`config.mk`:
```
export PLATFORM = sky130hd
export DESIGN_NAME = bbc_queue
export DESIGN_NICKNAME = d
export VERILOG_FILES = /design/src/rtl/bbc_queue.sv
export SDC_FILE = /design/constraint.sdc
export NUM_CORES = 1
export LEC_CHECK = 0
export ABC_AREA = 1
export ABC_CLOCK_PERIOD_IN_PS = 5000
export BUFFER_PORTS_ARGS = -buffer_cell sky130_fd_sc_hd__buf_2
export CAP_MARGIN = 20
export CORE_MARGIN = 5
export CORE_UTILIZATION = 45
export CTS_CLUSTER_SIZE = 25
export DETAILED_ROUTE_END_ITERATION = 7
export PLACE_DENSITY = 0.8
export SLEW_MARGIN = 20
export SYNTH_ARGS = -nofsm -noshare
export SYNTH_HDL_FRONTEND = slang
export SYNTH_SLANG_ARGS = --single-unit
export TNS_END_PERCENT = 30
```
`constraint.sdc`:
```
create_clock -name clock -period 5 [get_ports clock]
set_clock_uncertainty 0.1 [all_clocks]
set_input_delay 0.25 -clock clock [delete_from_list [all_inputs] [get_ports clock]]
set_output_delay 0.25 -clock clock [all_outputs]
set_load 0.005 [all_outputs]
```
`src/rtl/bbc_queue.sv`:
```
// two-entry queue between the front end and the window engine
`default_nettype none

module bbc_queue #(
   parameter int DATA_W = 40
) (
   input  wire logic              clock,
   input  wire logic              reset,
   input  wire logic              push_valid,
   output logic                   push_ready,
   input  wire logic [DATA_W-1:0] push_data,
   output logic                   pop_valid,
   input  wire logic              pop_ready,
   output logic [DATA_W-1:0]      pop_data
);
   logic [DATA_W-1:0] entry_ff [2];
   logic              wr_ptr_ff, rd_ptr_ff;
   logic [1:0]        count_ff;
   logic              do_push, do_pop;

   assign push_ready = (count_ff != 2'd2);
   assign pop_valid  = (count_ff != 2'd0);
   assign pop_data   = rd_ptr_ff ? entry_ff[1] : entry_ff[0];
   assign do_push    = push_valid && push_ready;
   assign do_pop     = pop_valid && pop_ready;

   always_ff @(posedge clock) begin
      if (do_push) begin
         if (wr_ptr_ff) begin
            entry_ff[1] <= push_data;
         end else begin
            entry_ff[0] <= push_data;
         end
      end
   end

   always_ff @(posedge clock) begin
      if (reset) begin
         wr_ptr_ff <= 1'b0;
         rd_ptr_ff <= 1'b0;
         count_ff  <= 2'd0;
      end else begin
         if (do_push) wr_ptr_ff <= ~wr_ptr_ff;
         if (do_pop) rd_ptr_ff <= ~rd_ptr_ff;
         count_ff <= count_ff + 2'(do_push) - 2'(do_pop);
      end
   end

endmodule

`default_nettype wire

```
==> qor.csv, run 1 <==
metric,value,unit
Power Density,448,nW/um2
clock network fraction of total power,27.9,%
Worst EP required,4650,ps
htree depth,3,
setup_tns,0,ps
RSZ-0062 raised after global routing,no,
multiplexer area fraction after synthesis,17.9,%
Switch Pwr,0.483,mW
synth cell count leaders,"edfxtp_1 (80), mux2_4 (38), inv_1 (8), nand2_1 (8), nor2_1 (8)",
Max Fclk,465,MHz
cell accounting for the most synthesized area,edfxtp_1,
post-synth net total,206,
sequential fraction of design power,46.1,%
postcts setup bufs,0,
final slew viol count,0,
drc violations,0,
share of cells above drive strength 1,48.5,%
largest net degree at the start of global routing,43,
worst-path fanout max,42,
Internal,1.51,mW
WL/cell,14.0,um
gr usage total,12.9,%
XOR/XNOR Fraction of Synth Area,0,%
Syn Area/Cell,20.7,um2
# Max-Cap Violations,0,
setup violators final,0,
largest family of logic cells by synthesized area,multiplexers,
clock-pin slew on the worst setup and hold paths,70,ps
post-synthesis simple-gate area fraction,2.27,%
synth top area cells,"edfxtp_1 (73%), mux2_4 (17%), buf_12 (2.4%)",
"flops & latches, synth",84,
Setup crit end kind,output pin,
Synth top area share,72.6,%
CP startpoint kind,flop,
Final min period,2150,ps
Adder-Cell Fraction of Synth Area,0.757,%
worst vdd ir,0.000329,V
Synth Instances,160,
DIE WIDTH,95.7,um
first-pass GRT wire length,8640,um
DRT antenna net count,0,
Hold Crit Class,input port to flop,
TritonCTS Sinks,84,
CTS max path bufs,2,
Crit Path Class,flop to output pin,
vias,1761,
Die Ht,95.7,um
Detailed Place HPWL,3330,um
DRT Pass-1 Iters,4,
clk root buf,clkbuf_8,
TritonCTS clock tree,built,
vias in the first global route,1851,
Die Area,9160,um2
Worst Path Arrival,1800,ps
Final period util,43.0,%
Placed Cells,340,
cts bufs inserted,9,
Layout area overhead,34.8,%
gpl congestion,0.650,
Post-synth EDFFs,80,
final core occ,61.8,%
nets,340,
Yosys cell types,12,
worst slew margin relative to its limit,42.5,%
PostCTS Resize Cnt,0,
Ys Warns,0,
Final Hold Violating Endpoints,0,
final std cells w/o fill,398,
"count leader, synth",edfxtp_1,
DR iter-0 viols,34,
initial antenna violation count,0,
sequential element share of the synthesized area,75.1,%
top-level I/O count,86,
vias per cell,4.42,
asr flop ratio synth,0,%
status,completed,
Sw Share,24.2,%
Gate power share,26.0,%
ant diodes,0,
WL final,5580,um
post-synthesis compound-gate area fraction,0.303,%
Starting Density,45.8,%
Least-Margin Pin Slew,862,ps
Pleak,1.80,nW
quantity of I/O buffers inserted on ports,85,
core box area,7210,um2
Mapped Area,3310,um2
total gr overflow,0,
num rows,31,
Post-synth top flop,edfxtp_1,
Clock Latency Late Sink,330,ps
-- per-stage QoR --
stage               area [um2]  setup WS [ps]  power [mW]  hold WS, ps
finish                    4460           2850        2.00         84.9
global route              4460           2740        2.10         77.8
CTS                       4430           2810        2.01         63.6
detailed placement        3780           2950        1.43          327
global placement          3780           3000        1.41          320
floorplan                 3310           2190        1.29          221
-- logic make-up after synthesis --
logic type / count (synthesis)
AOI/OAI and AO/OA: 2
DFF: 84
and+or+nand+nor: 19
buffers and inverters: 13
muxes: 40
adders and majority gates: 2
-- layout make-up --
class	count	area [um2]
Inverter	8	30.0
Sequential cell	84	2480
Tap cell	99	124
Clock inverter	6	113
Fill cell	554	2760
Clock buffer	10	128
Multi-Input combinational cell	63	711
Timing Repair Buffer	128	871
-- path summary, 6_finish.rpt --
kind	startpoint	endpoint	slack (ps)	cells past startpoint
worst max-delay path	rd_ptr_ff$_SDFFE_PP0P_	pop_data[39]	2850	3
worst max register to register	count_ff[0]$_SDFF_PP0_	entry_ff[0][25]$_DFFE_PP_	3170	5
worst min register to register	wr_ptr_ff$_SDFFE_PP0N_	wr_ptr_ff$_SDFFE_PP0N_	450	2
worst min-delay path	pop_ready	rd_ptr_ff$_SDFFE_PP0P_	80	4
-- routing by layer --
layer,global-route usage (%),share of wire [%],vias up,wire length [um]
met4,6.40,1.5,0,85
met3,3.83,5.9,8,330
met5,0,0,-,0
met2,23.4,54,52,3000
met1,13.5,39,830,2160
li1,-,-,871,-
-- repair_timing --
action                                  4_1_cts  5_1_grt
endpoints found under the setup margin        0        0
endpoints found under the hold margin        81        0
hold buffers                                 41        0
-- power groups by stage --
stage | clock network [mW] | registers, mW | logic [mW]
4_1_cts | 0.572 | 0.922 | 0.517
6_report | 0.557 | 0.920 | 0.519
2_1_floorplan | 0 | 0.931 | 0.360
3_3_place_gp | 0 | 0.931 | 0.482
3_5_place_dp | 0 | 0.939 | 0.490
5_1_grt | 0.602 | 0.930 | 0.568
-- critical path, stage by stage (launching register included) --
cell and delay (ps):
dfxtp_2 310, buf_4 590, mux2_2 420, buf_2 130
-- sequential cells by signal, indices dropped and copies added (netlist names) --
| name | flops |
|---|---|
| wr_ptr_ff | 1 |
| entry_ff | 80 |
| rd_ptr_ff | 1 |
| count_ff | 2 |
-- cell usage in the layout (no fill, tap or decap), drive strengths merged, types with 4 or more instances in the layout --
| master | synthesis | layout |
|---|---|---|
| buf | 5 | 87 |
| clkbuf | 0 | 10 |
| dfxtp | 4 | 4 |
| dlygate4sd3 | 0 | 41 |
| edfxtp | 80 | 80 |
| inv | 8 | 8 |
| mux2 | 40 | 40 |
| nand2 | 8 | 8 |
| nor2 | 8 | 8 |
Note: power is estimated with default switching activity, not from simulation.
==> run 2: changes to the inputs <==
--- a/config.mk
+++ b/config.mk
@@ -5,15 +5,15 @@
 export SDC_FILE = /design/constraint.sdc
 export NUM_CORES = 1
 export LEC_CHECK = 0
-export ABC_AREA = 1
-export ABC_CLOCK_PERIOD_IN_PS = 5000
+export ABC_AREA = 0
+export ABC_CLOCK_PERIOD_IN_PS = 1780
 export BUFFER_PORTS_ARGS = -buffer_cell sky130_fd_sc_hd__buf_2
 export CAP_MARGIN = 20
 export CORE_MARGIN = 5
 export CORE_UTILIZATION = 45
 export CTS_CLUSTER_SIZE = 25
 export DETAILED_ROUTE_END_ITERATION = 7
-export PLACE_DENSITY = 0.8
+export PLACE_DENSITY = 0.83
 export SLEW_MARGIN = 20
 export SYNTH_ARGS = -nofsm -noshare
 export SYNTH_HDL_FRONTEND = slang
==> constraint.sdc (replaced) <==
create_clock -name clock -period 1.78 [get_ports clock]
set_clock_uncertainty 0.1 [all_clocks]
set_input_delay 0.089 -clock clock [delete_from_list [all_inputs] [get_ports clock]]
set_output_delay 0.089 -clock clock [all_outputs]
set_load 0.005 [all_outputs]
==> run 2 against run 1 <==
  * Worst setup slack got worse by 2700 ps
  * Register-to-register slack got worse by 3100 ps
  * Die area decreased by 1.0%
  * Wire length rose by 4.4%
  * Final area fell by 0.20%
  * Sequential cell count is the same
  * Largest power group unchanged
  * Global-route usage grew 0.74 points
  * Non-clock buffer count grew 4
  * Total power rose to 2.6 times the previous value
  * Clock power grew 100%
  * Critical path type is now flop to flop
  * Count of clock-buffer cells in the layout fell by 1
  * Largest cell class unchanged
==> qor.csv, run 2 <==
metric,value,unit,change
status,completed,,
nets,331,,-2.6%
Detailed Place HPWL,3780,um,+14%
Synth top area share,73.5,%,+0.83 points
R2R Setup Slk,120,ps,-3050 ps
total gr overflow,0,,unchanged
synth cell count leaders,"edfxtp_1 (80), mux2_4 (40), buf_6 (5)",,
Layout area overhead,36.1,%,
layer with the highest usage,met2,,
Final Hold Violating Endpoints,0,,unchanged
setup violators final,0,,unchanged
met2 usage,26.1,%,+2.7 points
synth top area cells,"edfxtp_1 (73%), mux2_4 (18%), dfxtp_1 (2.4%)",,
Power Density,1180,nW/um2,+160%
Synth Instances,147,,-8.1%
share of cells above drive strength 1,53.1,%,+4.6 points
postcts setup bufs,0,,unchanged
Ys Warns,0,,unchanged
worst-path fanout max,4,,-90%
CP max stage delay,340,ps,-250 ps
Max Fclk,602,MHz,
core box area,7180,um2,-0.54%
Post-synth EDFFs,80,,unchanged
Worst Path Arrival,1790,ps,about the same
Worst EP required,1910,ps,-2740 ps
met3 usage,3.71,%,-0.12 points
vias,1761,,unchanged
"count leader, synth",edfxtp_1,,
sequential element share of the synthesized area,75.9,%,+0.86 points
most frequent cells in the layout,"buf_2 (85), edfxtp_1 (80), dlygate4sd3_1 (41), mux2_4 (40), clkbuf_8 (9)",,
Starting Density,45.6,%,-0.28 points
quantity of I/O buffers inserted on ports,85,,unchanged
"flops & latches, synth",84,,unchanged
largest registers,"entry_ff (80), count_ff (2)",,
vias per cell,4.53,,+2.3%
setup ws final,118,ps,-2730 ps
Hold Crit Class,input port to flop,,
largest net degree at the start of global routing,25,,-42%
RSZ-0062 raised after global routing,no,,
Post-synth top flop,edfxtp_1,,
ant diodes,0,,unchanged
DIE WIDTH,95.2,um,-0.51%
num rows,31,,unchanged
Die Ht,95.2,um,-0.51%
Least-Margin Pin Slew,330,ps,-532 ps
drc violations,0,,unchanged
gpl congestion,0.639,,-1.6%
clk root buf,clkbuf_8,,
cells along the critical path,"nand2b_2, nand2_4, ha_1, inv_1, ha_2, xor2_2, xnor2_1, nor2_1",,
# Max-Cap Violations,0,,unchanged
Clock Latency Late Sink,330,ps,about the same
cell accounting for the most synthesized area,edfxtp_1,,
TritonCTS clock tree,built,,
Crit Path Class,flop to flop,,
Pleak,1.76,nW,-2.3%
Largest Register,entry_ff,,
max reg flops,80,,unchanged
fillers,532,,-4.0%
CP startpoint kind,flop,,
Setup crit end kind,flop,,
"slowest stage cell, crit path",dfxtp_2,,
CTS max path bufs,2,,unchanged
CP top delay family,adder cells,,
Mapped Area,3270,um2,-1.1%
WL final,5820,um,+4.4%
final slew viol count,0,,unchanged
Syn Area/Cell,22.2,um2,+7.6%
Final min period,1660,ps,
DRT Pass-1 Iters,4,,unchanged
Yosys cell types,16,,+4
cts bufs inserted,9,,unchanged
top-level I/O count,86,,unchanged
Place WS,61.1,ps,-2890 ps
Die Area,9070,um2,-1.0%
worst vdd ir,0.000599,V,+82%
DRT antenna net count,0,,unchanged
clock-pin slew on the worst setup and hold paths,80,ps,about the same
first-pass GRT wire length,9070,um,+5.0%
initial antenna violation count,0,,unchanged
setup_tns,0,ps,unchanged
htree depth,3,,unchanged
worst slew margin relative to its limit,78.0,%,+35 points
"commonest non-fill, non-tap cell in the layout",buf_2,,
WL/cell,15.0,um,+6.8%
GRT met1 Usage,13.7,%,+0.21 points
TritonCTS Sinks,84,,unchanged
post-synth net total,193,,-6.3%
Final period util,93.4,%,
vias in the first global route,1867,,+0.86%
CP bufs+invs,1,,-1
asr flop ratio synth,0,%,unchanged
gr usage total,13.6,%,+0.74 points
DR iter-0 viols,39,,+15%
[run 2: cell count changes after synthesis, sizes merged, moves of 2 or more]
cell | before | now
inv | 8 | 1
nand3 | 3 | 0
nor2b | 0 | 2
xnor2 | 0 | 2
a21oi | 2 | 0
nand2 | 8 | 1
nor2 | 8 | 4
[run 2: stage by stage]
step	hold slack (ps)	cell area [um2]	power, mW	utilization [%]	instances
after floorplan	60.6	3280	3.58	-	147
after global placement	176	3850	4.06	53.7	332
after detailed placement	181	3850	4.11	53.7	332
after CTS	23.5	4430	5.33	61.8	389
after global routing	2.11	4450	5.56	62.0	389
final	19.5	4450	5.25	62.0	389
[run 2: routing by layer]
metal  up-vias  share of wire, %
met5         -                 0
met4         0               1.4
met1       855                37
met3         9               6.4
met2        57                55
li1        840                 -
[run 2: tightest hold or removal path: cells and delay by family]
kind                   cells  cell delay, ps
multiplexers               1             140
buffers and inverters      1             120
AND/OR/NAND/NOR            1              80
[run 2: what timing repair did]
| item | 4_1_cts | 5_1_grt |
|---|---|---|
| hold buffers | 41 | 0 |
| endpoints found under the hold margin | 83 | 0 |
| setup endpoints to repair | 0 | 1 |
| gates resized for setup | 0 | 5 |
[run 2: cells by family (layout without fill, tap and decap cells)]
logic type / Yosys count / count (layout) / share of synthesized area (%)
flops: 84 / 84 / 75.9
mux: 41 / 41 / 18.7
simple gates: 10 / 10 / 1.68
buf+inv: 6 / 149 / 1.84
xor+xnor: 3 / 3 / 0.804
fa+ha+maj: 2 / 2 / 0.765
compound gates: 1 / 1 / 0.268
[run 2: worst paths after layout]
kind,start,endpoint,cells past startpoint
setup / recovery,count_ff[0]$_SDFF_PP0_,count_ff[1]$_SDFF_PP0_,8
hold / removal,push_valid,wr_ptr_ff$_SDFFE_PP0N_,3
setup reg to reg,count_ff[0]$_SDFF_PP0_,count_ff[1]$_SDFF_PP0_,8
hold reg to reg,wr_ptr_ff$_SDFFE_PP0N_,wr_ptr_ff$_SDFFE_PP0N_,2
[run 2: area by class of cell]
| cell class | count | area [um2] | area share, % |
|---|---|---|---|
| clock buffers | 9 | 124 | 2.78 |
| clock inverters | 7 | 43.8 | 0.984 |
| inverters | 1 | 3.75 | 0.0843 |
| multi-input cells | 57 | 751 | 16.9 |
| flip-flops and latches | 84 | 2490 | 55.9 |
| well taps | 99 | 124 | 2.78 |
| repair buffers | 132 | 918 | 20.6 |
[run 2: report_power, final]
part | leakage [nW] | internal [mW] | switching, mW
Sequential | 0.782 | 2.49 | 0.0936
Clock | 0.0779 | 0.496 | 0.629
Combinational | 0.901 | 0.901 | 0.647
Total | 1.76 | 3.88 | 1.37
==> run 3: changes to the inputs <==
--- a/config.mk
+++ b/config.mk
@@ -10,10 +10,10 @@
 export BUFFER_PORTS_ARGS = -buffer_cell sky130_fd_sc_hd__buf_2
 export CAP_MARGIN = 20
 export CORE_MARGIN = 5
-export CORE_UTILIZATION = 45
+export CORE_UTILIZATION = 47
 export CTS_CLUSTER_SIZE = 25
 export DETAILED_ROUTE_END_ITERATION = 7
-export PLACE_DENSITY = 0.83
+export PLACE_DENSITY = 0.85
 export SLEW_MARGIN = 20
 export SYNTH_ARGS = -nofsm -noshare
 export SYNTH_HDL_FRONTEND = slang
==> run 3 against run 2 <==
  * Global-route usage increased by 1.0 points
  * Total power increased by 0.60%
  * Via count increased by 0.57%
  * Largest power group unchanged
  * Highest routed layer unchanged
==> qor.csv, run 3 (synthesis gave the netlist of run 2 again) <==
metric,value,unit,change
nets,331,,unchanged
Worst Path Arrival,1480,ps,-310 ps
vias in the first global route,1967,,+5.4%
final slew viol count,0,,unchanged
worst vdd ir,0.000708,V,+18%
Max Fclk,601,MHz,-0.16%
hold slack,26.7,ps,+7.27 ps
worst-path fanout max,21,,+17
WL final,6020,um,+3.4%
top-level I/O count,86,,unchanged
Setup crit end kind,output pin,,
worst slew margin relative to its limit,79.7,%,+1.6 points
DIE WIDTH,93.4,um,-1.9%
postcts setup bufs,0,,unchanged
Pleak,1.77,nW,+0.31%
Die Area,8720,um2,-3.8%
placed cell area,3840,um2,-0.42%
clock-pin slew on the worst setup and hold paths,80,ps,about the same
Detailed Place HPWL,3820,um,+1.0%
DR iter-0 viols,79,,+100%
total gr overflow,0,,unchanged
setup violators final,0,,unchanged
Crit Path Class,flop to output pin,,
largest registers,"entry_ff (80), count_ff (2)",,
cells along the critical path,"buf_12, mux2_1, buf_2",,
DRT antenna net count,0,,unchanged
Pwr Total,5.29,mW,+0.60%
Largest Register,entry_ff,,
gr usage total,14.7,%,+1.0 points
largest net degree at the start of global routing,23,,-8.0%
vias,1771,,+0.57%
DRT Pass-1 Iters,4,,unchanged
CTS max path bufs,2,,unchanged
Hold Crit Class,input port to flop,,
Final Instance Area,4430,um2,-0.51%
core box area,6790,um2,-5.3%
fillers,467,,-12%
TritonCTS Sinks,84,,unchanged
num rows,30,,-3.2%
first-pass GRT wire length,9510,um,+4.8%
initial antenna violation count,0,,unchanged
quantity of I/O buffers inserted on ports,85,,unchanged
clk root buf,clkbuf_8,,
RSZ-0062 raised after global routing,no,,
WL/cell,15.6,um,+4.2%
Least-Margin Pin Slew,305,ps,-24.7 ps
drc violations,0,,unchanged
most frequent cells in the layout,"buf_2 (85), edfxtp_1 (80), dlygate4sd3_1 (41), mux2_4 (40), clkbuf_8 (9)",,
gpl congestion,0.666,,+4.2%
Final Hold Violating Endpoints,0,,unchanged
CP max stage delay,440,ps,+100 ps
Final min period,1660,ps,+2.63 ps
Worst EP required,1590,ps,-320 ps
CP startpoint kind,flop,,
vias per cell,4.59,,+1.3%
htree depth,3,,unchanged
Layout area overhead,35.4,%,
"slowest stage cell, crit path",dfxtp_4,,
Final period util,93.5,%,+0.15 points
# Max-Cap Violations,0,,unchanged
Starting Density,48.1,%,+2.6 points
max reg flops,80,,unchanged
Clock Latency Late Sink,340,ps,about the same
cts bufs inserted,9,,unchanged
"commonest non-fill, non-tap cell in the layout",buf_2,,
share of cells above drive strength 1,52.8,%,-0.34 points
Power Density,1190,nW/um2,+1.1%
TritonCTS clock tree,built,,
status,completed,,
ant diodes,0,,unchanged
final core occ,65.2,%,+3.2 points
Die Ht,93.4,um,-1.9%
==> run 3: cell count changes in the layout (fill, tap and decap cells not counted), sizes merged <==
cell      delta
inv          +1
clkinvlp     -1
==> run 3: area by class of cell <==
class	instances	area [um2]	area share, %
tap	96	120	2.71
inverter	1	3.75	0.0848
multi-input combinational	57	736	16.6
clock inverter	7	51.3	1.16
timing repair buffer	132	906	20.5
clock buffer	9	124	2.80
sequential	84	2490	56.2
==> run 3: critical path: cells and delay by family, from the launching register on <==
family	cells	cell delay, ps
buf+inv	2	350
flops	1	440
mux	1	340
==> run 3: final timing paths <==
check             slack [ps]                      to  cells after the start                   start
setup / recovery         120            pop_data[39]                      3  rd_ptr_ff$_SDFFE_PP0P_
hold / removal            30  rd_ptr_ff$_SDFFE_PP0P_                      4               pop_ready
hold reg to reg          530  count_ff[0]$_SDFF_PP0_                      2  count_ff[0]$_SDFF_PP0_
setup reg to reg         120  count_ff[1]$_SDFF_PP0_                      8  count_ff[0]$_SDFF_PP0_
==> run 3: power breakdown <==
| group | switching (mW) | total [mW] | internal, mW | leakage, nW |
|---|---|---|---|---|
| sequential | 0.111 | 2.60 | 2.49 | 0.782 |
| combinational | 0.616 | 1.50 | 0.886 | 0.897 |
| clock | 0.675 | 1.19 | 0.511 | 0.0872 |
==> run 3: metal layers <==
layer | global-route usage, % | part of all wire, % | vias up
met5 | 0 | 0 | -
met4 | 6.59 | 1.7 | 0
met3 | 4.10 | 5.0 | 10
met2 | 26.6 | 55 | 54
met1 | 15.7 | 39 | 864
li1 | - | - | 843
==> run 3: through the flow <==
stage | setup WS [ps] | instances | TNS (ps)
2_1_floorplan | -236 | 147 | -9450
3_3_place_gp | 176 | 329 | 0
3_5_place_dp | 111 | 329 | 0
4_1_cts | 0.0636 | 386 | 0
5_1_grt | 3.27 | 386 | 0
6_report | 115 | 386 | 0
==> run 3: what timing repair did <==
item | 4_1_cts | 5_1_grt
hold endpoints to repair | 83 | 0
endpoints found under the setup margin | 0 | 20
resized for setup | 0 | 2
hold buffers | 41 | 0
