==> config.mk <==
export PLATFORM = sky130hd
export DESIGN_NAME = bbc_front
export DESIGN_NICKNAME = d
export VERILOG_FILES = /design/src/rtl/bbc_pkg.sv /design/src/rtl/bbc_front.sv
export SDC_FILE = /design/constraint.sdc
export NUM_CORES = 1
export LEC_CHECK = 0
export ABC_AREA = 0
export BUFFER_PORTS_ARGS = -buffer_cell sky130_fd_sc_hd__buf_4
export CAP_MARGIN = 40
export CORE_ASPECT_RATIO = 0.5
export CORE_MARGIN = 10
export CORE_UTILIZATION = 40
export DETAILED_ROUTE_END_ITERATION = 6
export PLACE_DENSITY_LB_ADDON = 0.05
export SETUP_SLACK_MARGIN = 0.02
export SYNTH_ARGS = -nofsm -noshare
export SYNTH_HDL_FRONTEND = slang
export SYNTH_SLANG_ARGS = --single-unit
==> constraint.sdc <==
create_clock -name clock -period 6.9 [get_ports clock]
set_input_delay 0 -clock clock [delete_from_list [all_inputs] [get_ports clock]]
set_output_delay 0 -clock clock [all_outputs]
set_load 0.03 [all_outputs]
==> src/rtl/bbc_pkg.sv <==
// shared types, constants and the reciprocal table of the edge-clipped 3x3 box blur
`default_nettype none

package bbc_pkg;

   localparam int PIX_W        = 24;
   localparam int ROW_W        = 12;
   localparam int WIDTH_CFG_W  = 11;
   localparam int HEIGHT_CFG_W = 13;
   localparam int MAX_HEIGHT   = 4096;
   localparam int CSR_INDEX_W  = 1;
   localparam int CSR_DATA_W   = 13;
   localparam int CNT_W        = 4;
   localparam int SUM_W        = 12;
   localparam int NUM_W        = 13;
   localparam int RECIP_W      = 18;
   localparam int RECIP_SHIFT  = 18;
   localparam int PROD_W       = 31;

   localparam logic [CSR_INDEX_W-1:0] CSR_IMAGE_WIDTH  = 1'b0;
   localparam logic [CSR_INDEX_W-1:0] CSR_IMAGE_HEIGHT = 1'b1;

   typedef struct packed {
      logic [7:0] blue;
      logic [7:0] green;
      logic [7:0] red;
   } rgb_type;

   typedef struct packed {
      logic c_ge1;
      logic c_ge2;
      logic r_ge1;
      logic r_ge2;
      logic last_col;
      logic last_row;
   } pos_type;

   // ceil(2^18 / (2*count)), exact for every numerator the window can give
   function automatic logic [RECIP_W-1:0] recip(input logic [CNT_W-1:0] cnt);
      logic [RECIP_W-1:0] r;
      case (cnt)
         4'd1:    r = 18'd131072;
         4'd2:    r = 18'd65536;
         4'd3:    r = 18'd43691;
         4'd4:    r = 18'd32768;
         4'd5:    r = 18'd26215;
         4'd6:    r = 18'd21846;
         4'd7:    r = 18'd18725;
         4'd8:    r = 18'd16384;
         4'd9:    r = 18'd14564;
         default: r = '0;
      endcase
      return r;
   endfunction

endpackage

`default_nettype wire

==> src/rtl/bbc_front.sv <==
// front end: size registers, pixel position tracking and classification
`default_nettype none

module bbc_front #(
   parameter int MAX_WIDTH = 1024,
   parameter int COL_W     = 10
) (
   input  wire logic                              clock,
   input  wire logic                              reset,
   input  wire logic                              csr_valid,
   output logic                                   csr_ready,
   input  wire logic [bbc_pkg::CSR_INDEX_W-1:0]   csr_index,
   input  wire logic [bbc_pkg::CSR_DATA_W-1:0]    csr_data,
   input  wire logic                              req_valid,
   output logic                                   req_ready,
   input  wire logic [7:0]                        req_red,
   input  wire logic [7:0]                        req_green,
   input  wire logic [7:0]                        req_blue,
   output logic                                   push_valid,
   input  wire logic                              push_ready,
   output bbc_pkg::rgb_type                       push_pix,
   output bbc_pkg::pos_type                       push_pos,
   output logic [COL_W-1:0]                       push_col
);
   import bbc_pkg::*;

   logic [WIDTH_CFG_W-1:0]  width_ff;
   logic [HEIGHT_CFG_W-1:0] height_ff;
   logic [COL_W-1:0]        col_ff, col_in;
   logic [ROW_W-1:0]        row_ff, row_in;
   logic [COL_W-1:0]        last_col, c;
   logic [ROW_W-1:0]        last_row, r;
   logic                    is_last_col, is_last_row, accept;

   assign csr_ready = 1'b1;

   always_ff @(posedge clock) begin
      if (reset) begin
         width_ff  <= WIDTH_CFG_W'(1024);
         height_ff <= HEIGHT_CFG_W'(1024);
      end else if (csr_valid) begin
         unique case (csr_index)
            CSR_IMAGE_WIDTH:  width_ff  <= csr_data[WIDTH_CFG_W-1:0];
            CSR_IMAGE_HEIGHT: height_ff <= csr_data;
            default: ;
         endcase
      end
   end

   always_comb begin
      if (width_ff == '0)
         last_col = '0;
      else if (32'(width_ff) > MAX_WIDTH)
         last_col = COL_W'(MAX_WIDTH - 1);
      else
         last_col = COL_W'(width_ff - WIDTH_CFG_W'(1));
      if (height_ff == '0)
         last_row = '0;
      else if (32'(height_ff) > MAX_HEIGHT)
         last_row = ROW_W'(MAX_HEIGHT - 1);
      else
         last_row = ROW_W'(height_ff - HEIGHT_CFG_W'(1));
   end

   // saturate a stale position after a size change
   assign c           = (col_ff > last_col) ? last_col : col_ff;
   assign r           = (row_ff > last_row) ? last_row : row_ff;
   assign is_last_col = (c == last_col);
   assign is_last_row = (r == last_row);

   assign req_ready  = push_ready;
   assign push_valid = req_valid;
   assign accept     = req_valid && req_ready;

   assign push_pix.red       = req_red;
   assign push_pix.green     = req_green;
   assign push_pix.blue      = req_blue;
   assign push_pos.c_ge1     = (c != '0);
   assign push_pos.c_ge2     = (c > COL_W'(1));
   assign push_pos.r_ge1     = (r != '0);
   assign push_pos.r_ge2     = (r > ROW_W'(1));
   assign push_pos.last_col  = is_last_col;
   assign push_pos.last_row  = is_last_row;
   assign push_col           = c;

   always_comb begin
      col_in = col_ff;
      row_in = row_ff;
      if (accept) begin
         if (is_last_col) begin
            col_in = '0;
            row_in = is_last_row ? '0 : r + ROW_W'(1);
         end else begin
            col_in = c + COL_W'(1);
            row_in = r;
         end
      end
   end

   always_ff @(posedge clock) begin
      if (reset) begin
         col_ff <= '0;
         row_ff <= '0;
      end else begin
         col_ff <= col_in;
         row_ff <= row_in;
      end
   end

endmodule

`default_nettype wire

==> metrics.cfg, run 1 <==
[timing]
worst_slew_pin_slew_ns=0.874
timing.slew.headroom_pct=41.2
setup_ws_ns=1.45
drv_slew=0
fin_crit_ns=5.45
fmax_ghz=0.183
fin_setup_tns_ns=0
finalCritPeriodShare_pct=79.1
rsz0062_at_grt=no
setup_violations=0
skew_ns=0.00505
hold_violations=0

[power_and_ir_drop]
pwr_density_cell_nw_per_um2=152
ir_drop_mv=0.0727
p_int_mw=0.506
power_frac_clock_pct=31.7
leakage_nw=2.14
p_sw_mw=0.281
seqPwrFrac_pct=37.0
combPwrFrac_pct=31.3
swShare_pct=35.7

[run]
maxCapViolCount=0

[synth]
ys_seq_area_share_pct=19.5
synthCells=659
yosys_register_bits=46
synthArstFlopShare_pct=0
synth-edff-count=0
ys.flop_type=dfxtp_1
ys_warn_count=0
syn_area_um2=4720
syn_nets=732
synth.avg_cell_area_um2=7.17
synth_cell_types=73

[hold_path]
hold_path_class=primary input to output pin
holdCritStartpoint=req_green[5]
hold_depth=0
holdPathEnd=push_pix[13]

[floorplanning]
rows=27
die_width_um=174
start_util_pct=42.0
core_um2=11200
dieHeight_um=96.8
die_area_um2=16800
boundaryPins=86

[clocking]
cts_buffers=5
root_buffer=clkbuf_16
ctsHoldBuffers=13
clk_latency_ns=0.29
clockBufferDepth=2
postCtsSetupRepairBufs=0
htree_levels=2
cts_resized=0
cts_tree=done
clk_pin_slew_ns=0.07
cts.sinks=46

[worst_setup_path]
slowest_stage=nor4_2
cp-end-kind=output pin
arrival_ns=5.45
cp-start-kind=register
rr_startpoint=height_ff[0]
required_ns=6.90
critical_path.max_fanout=23
rrSetupSlack_ns=1.52
r2r_end=row_ff[11]
critical_path_class=register to output pin
crit_chain=inv_1 > ha_1 > or3b_2 > nor4_2 > nor2_1 > nor2_1 > a21oi_1 > ha_1 > nor2b_1 > o21bai_1 > a211o_1 > a31oi_2 > buf_4 > mux2i_1 > nand4_1 > nor3_1 > o21ai_0 > buf_4
ff2ff_path_depth=17
slowest_delay_ns=0.66

[grt]
grt_pass1_wl_mm=23.4
antenna_found_initial=0
grt_usage_pct=16.3
grt_pass1_vias=4395
grt_overflow=0
grt_max_degree=41

[finish]
fin_nets=733
drive_gt1_share_pct=11.0
fin_cells=820
syn_to_final_growth_pct=9.75
n_antenna_cell=0
design_area_um2=5180

[drt]
wl_met2_mm=6.93
routed.top_layer=met4
route.met3.wl_um=711
wl_met1_mm=6.70
postRouteWirelength_mm=14.5
via_count=4716
viasPerCell=5.75
wl_per_cell_um=17.7
first_iter_violations=370
ant_nets=0
drc_errors=0
first_pass_iters=5

[place]
io_buffers=36
place_ws_ns=1.57
placedCellCount=799
hpwl_mm=11.2
placed_cell_area_um2=4900
place.gp.congestion=0.906

[status]
status=finished, final reports clean

## final cells by class
cell class | instances | area, µm²
Fill cell | 1167 | 6070
Multi-Input combinational cell | 510 | 3310
Sequential cell | 46 | 921
Timing Repair Buffer | 55 | 445
Tap cell | 159 | 199
Inverter | 42 | 158
Clock buffer | 5 | 125
Clock inverter | 3 | 25.0
## logic make-up (layout without fill, tap and decap cells)
kind of cell	count (synthesis)	count (layout)	share of synthesized area, %
other	1	1	0.0794
muxes	21	21	4.64
AOI/OAI and AO/OA	169	169	24.9
adders and majority gates	35	35	9.01
buffers and inverters	103	105	10.5
and+or+nand+nor	265	265	27.8
DFF	46	46	19.5
xor gates and xnor gates	19	19	3.52
## layout by cell type (no fill, tap or decap), types with 7 or more instances in the layout
| cell | n |
|---|---|
| mux2i_1 | 14 |
| o21ai_0 | 27 |
| nand3_1 | 20 |
| nand2_1 | 88 |
| nor3_1 | 14 |
| xnor2_1 | 13 |
| dlygate4sd3_1 | 13 |
| nand4_1 | 11 |
| dfxtp_1 | 46 |
| mux2_2 | 7 |
| a21oi_1 | 52 |
| nor2_1 | 58 |
| or3_1 | 8 |
| nor4_1 | 13 |
| nor3b_1 | 7 |
| buf_4 | 42 |
| ha_1 | 30 |
| a21o_1 | 7 |
| and3_1 | 8 |
| inv_1 | 42 |
## worst max-delay path by stage
| stage | depth (start not counted) | from | slack [ns] | end |
|---|---|---|---|---|
| after detailed placement | 17 | height_ff[0] | 1.57 | row_ff[11] |
| after global placement | 17 | height_ff[0] | 1.66 | row_ff[11] |
| after CTS | 18 | height_ff[0] | 1.49 | push_pos[2] |
| after floorplan | 19 | height_ff[0] | 1.79 | row_ff[11] |
| final | 18 | height_ff[0] | 1.45 | push_pos[2] |
| after global routing | 19 | height_ff[0] | 0.93 | push_pos[2] |
## Yosys cell counts, types with 4 or more instances
cell	n	area (µm²)
a21o_1	7	52.6
nand3b_1	4	30.0
and3_1	8	50.1
a32o_1	4	40.0
buf_4	29	218
mux2i_1	14	140
xor2_1	6	52.6
o31a_1	6	52.6
a221oi_1	6	52.6
dfxtp_1	46	921
nand3_1	20	100
or4_1	6	45.0
a31oi_1	4	25.0
o21ai_0	27	135
maj3_1	5	50.1
clkbuf_1	27	101
xnor2_1	13	114
nor3_1	14	70.1
o2111ai_1	4	35.0
o31ai_1	6	45.0
and2_1	4	25.0
inv_1	42	158
ha_1	30	375
a2bb2oi_1	4	35.0
nor3b_1	7	52.6
or3_1	8	50.1
nand2_1	88	330
a21oi_1	52	260
nand2b_1	5	31.3
mux2_2	7	78.8
nor2_1	58	218
nor4_1	13	81.3
nand4_1	11	68.8
## power by group through the flow
| stage | Combinational (mW) | Sequential, mW | Clock, mW |
|---|---|---|---|
| global placement | 0.239 | 0.297 | 0 |
| finish | 0.246 | 0.292 | 0.250 |
| detailed placement | 0.238 | 0.297 | 0 |
| floorplan | 0.205 | 0.288 | 0 |
| global route | 0.274 | 0.294 | 0.267 |
| CTS | 0.245 | 0.291 | 0.259 |
## per-stage QoR
| step | hold WS (ns) | power, mW | utilization [%] |
|---|---|---|---|
| 3_5_place_dp | 0.000222 | 0.535 | 43.6 |
| 2_1_floorplan | 0.121 | 0.493 | - |
| 5_1_grt | 0.0000460 | 0.835 | 46.1 |
| 3_3_place_gp | 0.000222 | 0.536 | 43.6 |
| 6_report | 0.0000116 | 0.787 | 46.1 |
| 4_1_cts | 0.000222 | 0.795 | 46.1 |
## sequential cells by signal (all words and copies together), names as in the netlist
name,cells
col_ff,10
row_ff,12
height_ff,13
width_ff,11
## critical path, delay by kind of cell (launching register included)
kind,cells,cell delay [ns]
DFF,1,0.41
muxes,1,0.41
adders and majority gates,2,0.46
AOI/OAI and AO/OA,5,1.03
buffers and inverters,3,0.71
and+or+nand+nor,7,2.14
## per-layer routing
| layer | vias up | GRT usage, % |
|---|---|---|
| li1 | 2381 | - |
| met2 | 132 | 28.0 |
| met5 | - | 0 |
| met1 | 2186 | 21.1 |
| met3 | 17 | 2.05 |
| met4 | 0 | 3.95 |
No activity file was read; power rests on OpenSTA's default activity.
==> run 2, diff against run 1 <==
clock period = 4.55 ns   (was 6.9 ns; I/O delays follow)
==> run 2 against run 1 <==
  * Sequential power is 49% higher
  * Critical path type is now register to register
  * Final area is 13% higher
  * Largest power group is now combinational logic
  * Clock power is 79% higher
  * Critical endpoint is now row_ff[11]
  * Clock-buffer cell count stayed put
  * Die area stayed put
==> metrics.cfg, run 2 (synthesis gave the netlist of run 1 again) <==
[status]
status=finished, final reports clean

[power_and_ir_drop]
power_frac_clock_pct=33.0  ; +1.3 points
ir_drop_mv=0.118  ; +62%
swShare_pct=35.1  ; -0.62 points
pwr_density_cell_nw_per_um2=230  ; +52%
combPwrFrac_pct=35.0  ; +3.7 points
leakage_nw=2.51  ; +17%
seqPwrFrac_pct=32.0  ; -5.0 points
p_sw_mw=0.475  ; +69%
p_int_mw=0.879  ; +74%

[finish]
largest-register=height_ff
fill_cells=1149  ; -1.5%
final_common_cell=buf_4
reg_top3=height_ff: 13 flops, row_ff: 12 flops, width_ff: 11 flops
final_util_pct=52.2  ; +6.2 points
largest_register_ffs=13  ; unchanged
layout_common_cells=buf_4, nand2_1, nor2_1
n_antenna_cell=0  ; unchanged
design_area_um2=5880  ; +13%
fin_nets=792  ; +8.0%
fin_cells=879  ; +7.2%
drive_gt1_share_pct=23.1  ; +12 points
syn_to_final_growth_pct=24.4

[worst_setup_path]
crit_chain=or4_4 > buf_6 > o31a_1 > or3_1 > nand2_2 > ha_1 > nand4_1 > a211o_1 > a31oi_4 > buf_6 > mux2_4 > nor4_4 > or3b_4 > or3b_1 > a32o_1
critical_path_class=register to register
cp-start-kind=register
required_ns=4.74  ; -2.16 ns
slowest_stage=or4_4
cp-end-kind=register
critPathMostFrequentCell=buf_6
arrival_ns=4.61  ; -0.84 ns
slowest_delay_ns=0.57  ; -0.09 ns
critical_path.max_fanout=6  ; -74%

[floorplanning]
boundaryPins=86  ; unchanged
die_area_um2=16800  ; unchanged
start_util_pct=42.0  ; unchanged
core_um2=11200  ; unchanged
dieHeight_um=96.8  ; unchanged
die_width_um=174  ; unchanged
rows=27  ; unchanged

[timing]
fmax_ghz=0.226
finalCritPeriodShare_pct=97.2
rsz0062_at_grt=yes
skew_ns=0.0168  ; +0.0117 ns
worst_slew_pin_slew_ns=0.763  ; -0.112 ns
fin_crit_ns=4.42
hold_slack_ns=0.0000116  ; +0.0000000282 ns
fin_setup_tns_ns=0  ; unchanged
setup_violations=0  ; unchanged
drv_slew=0  ; unchanged
timing.slew.headroom_pct=49.0  ; +7.9 points
hold_violations=0  ; unchanged

[clocking]
clockBufferDepth=2  ; unchanged
clk_latency_ns=0.30  ; about the same
cts.sinks=46  ; unchanged
htree_levels=2  ; unchanged
clk_pin_slew_ns=0.07  ; about the same
root_buffer=clkbuf_16
cts_buffers=5  ; unchanged
cts_tree=done

[drt]
first_pass_iters=5  ; unchanged
first_iter_violations=509  ; +38%
routed.top_layer=met4
wl_met1_mm=7.25  ; +8.2%
wl_per_cell_um=18.0  ; +1.8%
postRouteWirelength_mm=15.8  ; +9.1%
drc_errors=0  ; unchanged
via_count=5010  ; +6.2%
wl_met2_mm=7.48  ; +8.0%
viasPerCell=5.70  ; -0.90%
route.met3.wl_um=795  ; +12%
ant_nets=0  ; unchanged

[run]
maxCapViolCount=0  ; unchanged

[place]
placedCellCount=843  ; +5.5%
hpwl_mm=11.8  ; +4.8%
io_buffers=36  ; unchanged
place.gp.congestion=0.901  ; -0.56%
placed_cell_area_um2=5280  ; +7.6%

[grt]
antenna_found_initial=0  ; unchanged
grt_overflow=0  ; unchanged
grt_usage_pct=17.4  ; +1.1 points
grt_pass1_wl_mm=25.0  ; +6.8%
grt_max_degree=41  ; unchanged
grt_pass1_vias=4785  ; +8.9%

[hold_path]
hold_path_class=primary input to output pin

run 2: cell types whose count changed in the layout (fill, tap and decap cells not counted), moves of 3 or more:
| cell | delta |
|---|---|
| o21ai_0 | -3 |
| buf_4 | +54 |
| dfxtp_1 | -4 |
| a21oi_2 | +4 |
| mux2_2 | -4 |
| mux2_4 | +4 |
| or4_1 | -4 |
| buf_6 | +4 |
| a21oi_1 | -4 |
| nor2_1 | -3 |
| dfxtp_2 | +3 |
| ha_1 | -3 |
| or4_4 | +4 |
run 2: timing repair:
| action | CTS | global route |
|---|---|---|
| setup endpoints to repair | 4 | 10 |
| setup buffers | 4 | 11 |
| pin swaps | 2 | 15 |
| hold buffers | 13 | 0 |
| cloned | 0 | 0 |
| endpoints found under the hold margin | 24 | 0 |
| gates resized for setup | 7 | 41 |
run 2: critical path, delay by kind of cell (launching register included):
family | cells | cell delay, ns
flops | 1 | 0.32
buf+inv | 2 | 0.30
simple gates | 7 | 2.15
compound gates | 4 | 1.07
fa+ha+maj | 1 | 0.17
mux | 1 | 0.31
run 2: worst paths after layout:
path	depth (start not counted)	slack, ns	from	to
setup / recovery	15	0.13	height_ff[2]	row_ff[11]
hold / removal	0	0.00001	req_red[2]	push_pix[2]
setup reg to reg	15	0.13	height_ff[2]	row_ff[11]
hold reg to reg	2	0.47	col_ff[0]	col_ff[0]
run 2: layout make-up:
| class | instances | area [µm²] | share of cell area (%) |
|---|---|---|---|
| clock buffers | 5 | 125 | 2.13 |
| clock inverters | 3 | 43.8 | 0.745 |
| inverters | 42 | 158 | 2.68 |
| multi-input cells | 510 | 3510 | 59.7 |
| flip-flops and latches | 46 | 928 | 15.8 |
| well taps | 159 | 199 | 3.39 |
| repair buffers | 114 | 916 | 15.6 |
run 2: power by group through the flow:
stage	Clock [mW]	Sequential (mW)	Combinational [mW]
2_1_floorplan	0	0.437	0.314
3_3_place_gp	0	0.442	0.420
3_5_place_dp	0	0.442	0.419
4_1_cts	0.452	0.433	0.436
5_1_grt	0.469	0.436	0.515
6_report	0.447	0.434	0.474
run 2: metrics by stage:
step / setup WS [ns] / total power [mW]
floorplan: -0.00818 / 0.751
global placement: 0.115 / 0.862
detailed placement: 0.000560 / 0.862
CTS: 0.00266 / 1.32
global route: -0.0500 / 1.42
finish: 0.129 / 1.35
run 2: routing by layer:
metal	global-route usage (%)	up-vias
li1	-	2486
met1	22.5	2354
met2	29.7	135
met3	2.01	35
met4	4.99	0
met5	0	-
==> run 3, diff against run 2 <==
BUFFER_PORTS_ARGS = -buffer_cell sky130_fd_sc_hd__clkbuf_2   (was -buffer_cell sky130_fd_sc_hd__buf_4)
==> run 3 against run 2 <==
  * Non-clock buffer count is 6 higher
  * Clock-buffer cell count unchanged
  * Setup slack improved by 0.023 ns
  * Hold slack unchanged
  * Maximum frequency grew 0.52%
  * Register-to-register slack improved by 0.04 ns
  * Combinational power rose by 1%
  * Wire length increased by 1.0%
  * Critical path depth grew 2
  * Highest routed layer unchanged
  * First-iteration DRC count fell by 12%
  * Via count is 1.3% higher
  * Flip-flop and latch count did not move
  * Largest cell class unchanged
==> metrics.cfg, run 3 (synthesis gave the netlist of run 1 again) <==
[power_and_ir_drop]
power_mw=1.30  ; -3.6%
ir_drop_mv=0.108  ; -8.5%
leakage_nw=2.52  ; +0.62%
pwr_density_cell_nw_per_um2=222  ; -3.6%
power_frac_clock_pct=29.7  ; -3.3 points
seqPwrFrac_pct=33.4  ; +1.4 points
combPwrFrac_pct=36.9  ; +1.9 points
p_int_mw=0.830  ; -5.6%
swShare_pct=36.4  ; +1.3 points
p_sw_mw=0.474  ; about the same

[timing]
fin_setup_tns_ns=0  ; unchanged
hold_slack_ns=0.0000116  ; unchanged
finalCritPeriodShare_pct=96.7  ; -0.50 points
fin_crit_ns=4.40  ; -0.0229 ns
fmax_ghz=0.227  ; +0.52%
drv_slew=0  ; unchanged
timing.slew.headroom_pct=42.4  ; -6.7 points
skew_ns=0.00426  ; -0.0125 ns
worst_slew_pin_slew_ns=0.864  ; +0.102 ns
setup_ws_ns=0.152  ; +0.0229 ns
hold_violations=0  ; unchanged
setup_violations=0  ; unchanged

[floorplanning]
die_width_um=174  ; unchanged
rows=27  ; unchanged
core_um2=11200  ; unchanged
die_area_um2=16800  ; unchanged
dieHeight_um=96.8  ; unchanged
start_util_pct=42.0  ; unchanged
boundaryPins=86  ; unchanged

[clocking]
cts_tree=done
clk_latency_ns=0.30  ; about the same
clockBufferDepth=2  ; unchanged
cts.sinks=46  ; unchanged
clk_pin_slew_ns=0.07  ; about the same
htree_levels=2  ; unchanged
cts_buffers=5  ; unchanged
root_buffer=clkbuf_16

[worst_setup_path]
cp_num_buf_inv=4  ; +2
slowest_stage=or4_4
critical_path_class=register to output pin
crit_family=compound AO/OA/AOI/OAI gates
slowest_delay_ns=0.57  ; about the same
required_ns=4.55  ; -0.19 ns
cp-start-kind=register
cp-end-kind=output pin
critical_path.max_fanout=8  ; +2
crit_chain=or4_4 > buf_6 > o31a_1 > o22ai_2 > a21oi_2 > inv_1 > ha_1 > a21o_1 > a21o_1 > a221oi_2 > a32oi_2 > buf_4 > mux2_4 > or4_4 > nor2_4 > o21ai_1 > buf_4
arrival_ns=4.40  ; -0.21 ns

[finish]
drive_gt1_share_pct=25.2  ; +2.2 points
fin_cells=885  ; +0.68%
syn_to_final_growth_pct=24.4  ; unchanged
design_area_um2=5880  ; unchanged
n_antenna_cell=0  ; unchanged
layout_common_cells=nand2_1, buf_4, nor2_1
reg_top3=height_ff: 13 flops, row_ff: 12 flops, width_ff: 11 flops
final_common_cell=nand2_1
largest_register_ffs=13  ; unchanged
final_util_pct=52.2  ; unchanged
largest-register=height_ff
fin_nets=798  ; +0.76%

[drt]
drc_errors=0  ; unchanged
postRouteWirelength_mm=16.0  ; +1.0%
wl_per_cell_um=18.0  ; +0.32%
via_count=5075  ; +1.3%
first_pass_iters=5  ; unchanged
first_iter_violations=448  ; -12%
viasPerCell=5.73  ; +0.61%
ant_nets=0  ; unchanged

[grt]
grt_pass1_wl_mm=24.9  ; about the same
grt_max_degree=41  ; unchanged
grt_pass1_vias=4850  ; +1.4%
antenna_found_initial=0  ; unchanged
grt_usage_pct=17.4  ; +0.072 points
grt_overflow=0  ; unchanged

[place]
hpwl_mm=11.9  ; +0.66%
place.gp.congestion=0.897  ; -0.43%
io_buffers=36  ; unchanged
place_ws_ns=0.0655  ; +0.0650 ns
placedCellCount=842  ; -0.12%
placed_cell_area_um2=5170  ; -2.1%

[hold_path]
hold_path_class=primary input to output pin

[run]
maxCapViolCount=0  ; unchanged

[status]
status=finished, final reports clean

==> run 3: routing by layer <==
layer | track usage [%] | share of wire (%) | vias to the layer above | wire, µm
met5 | 0 | 0 | - | 0
met4 | 4.86 | 1.7 | 0 | 279
met3 | 2.01 | 3.9 | 31 | 617
met2 | 30.5 | 48 | 120 | 7700
met1 | 22.1 | 46 | 2423 | 7360
li1 | - | - | 2501 | -
==> run 3: path summary, 6_finish.rpt <==
check	endpoint	from	slack (ns)	depth (start not counted)
hold reg to reg	col_ff[0]	col_ff[0]	0.49	2
setup reg to reg	row_ff[11]	height_ff[3]	0.17	16
hold / removal	push_pix[2]	req_red[2]	0.00001	0
setup / recovery	push_pos[4]	width_ff[3]	0.15	17
==> run 3: layout make-up <==
cell class                      instances  area, µm²
Tap cell                              159        199
Multi-Input combinational cell        510       3570
Fill cell                            1138       5370
Timing Repair Buffer                  120        868
Clock buffer                            5        125
Clock inverter                          3       25.0
Inverter                               42        161
Sequential cell                        46        926
==> run 3: power groups by stage <==
stage / logic (mW) / clock network [mW] / registers, mW
2_1_floorplan: 0.314 / 0 / 0.437
3_5_place_dp: 0.411 / 0 / 0.443
4_1_cts: 0.429 / 0.399 / 0.434
5_1_grt: 0.524 / 0.411 / 0.439
6_report: 0.481 / 0.388 / 0.436
3_3_place_gp: 0.413 / 0 / 0.443
==> run 3: timing repair <==
item                                   CTS  global route
setup endpoints to repair                3            14
setup buffers                            0            20
endpoints found under the hold margin   24             0
resized for setup                       11            55
hold buffers                            13             0
cloned                                   0             2
pin swaps                                1            18
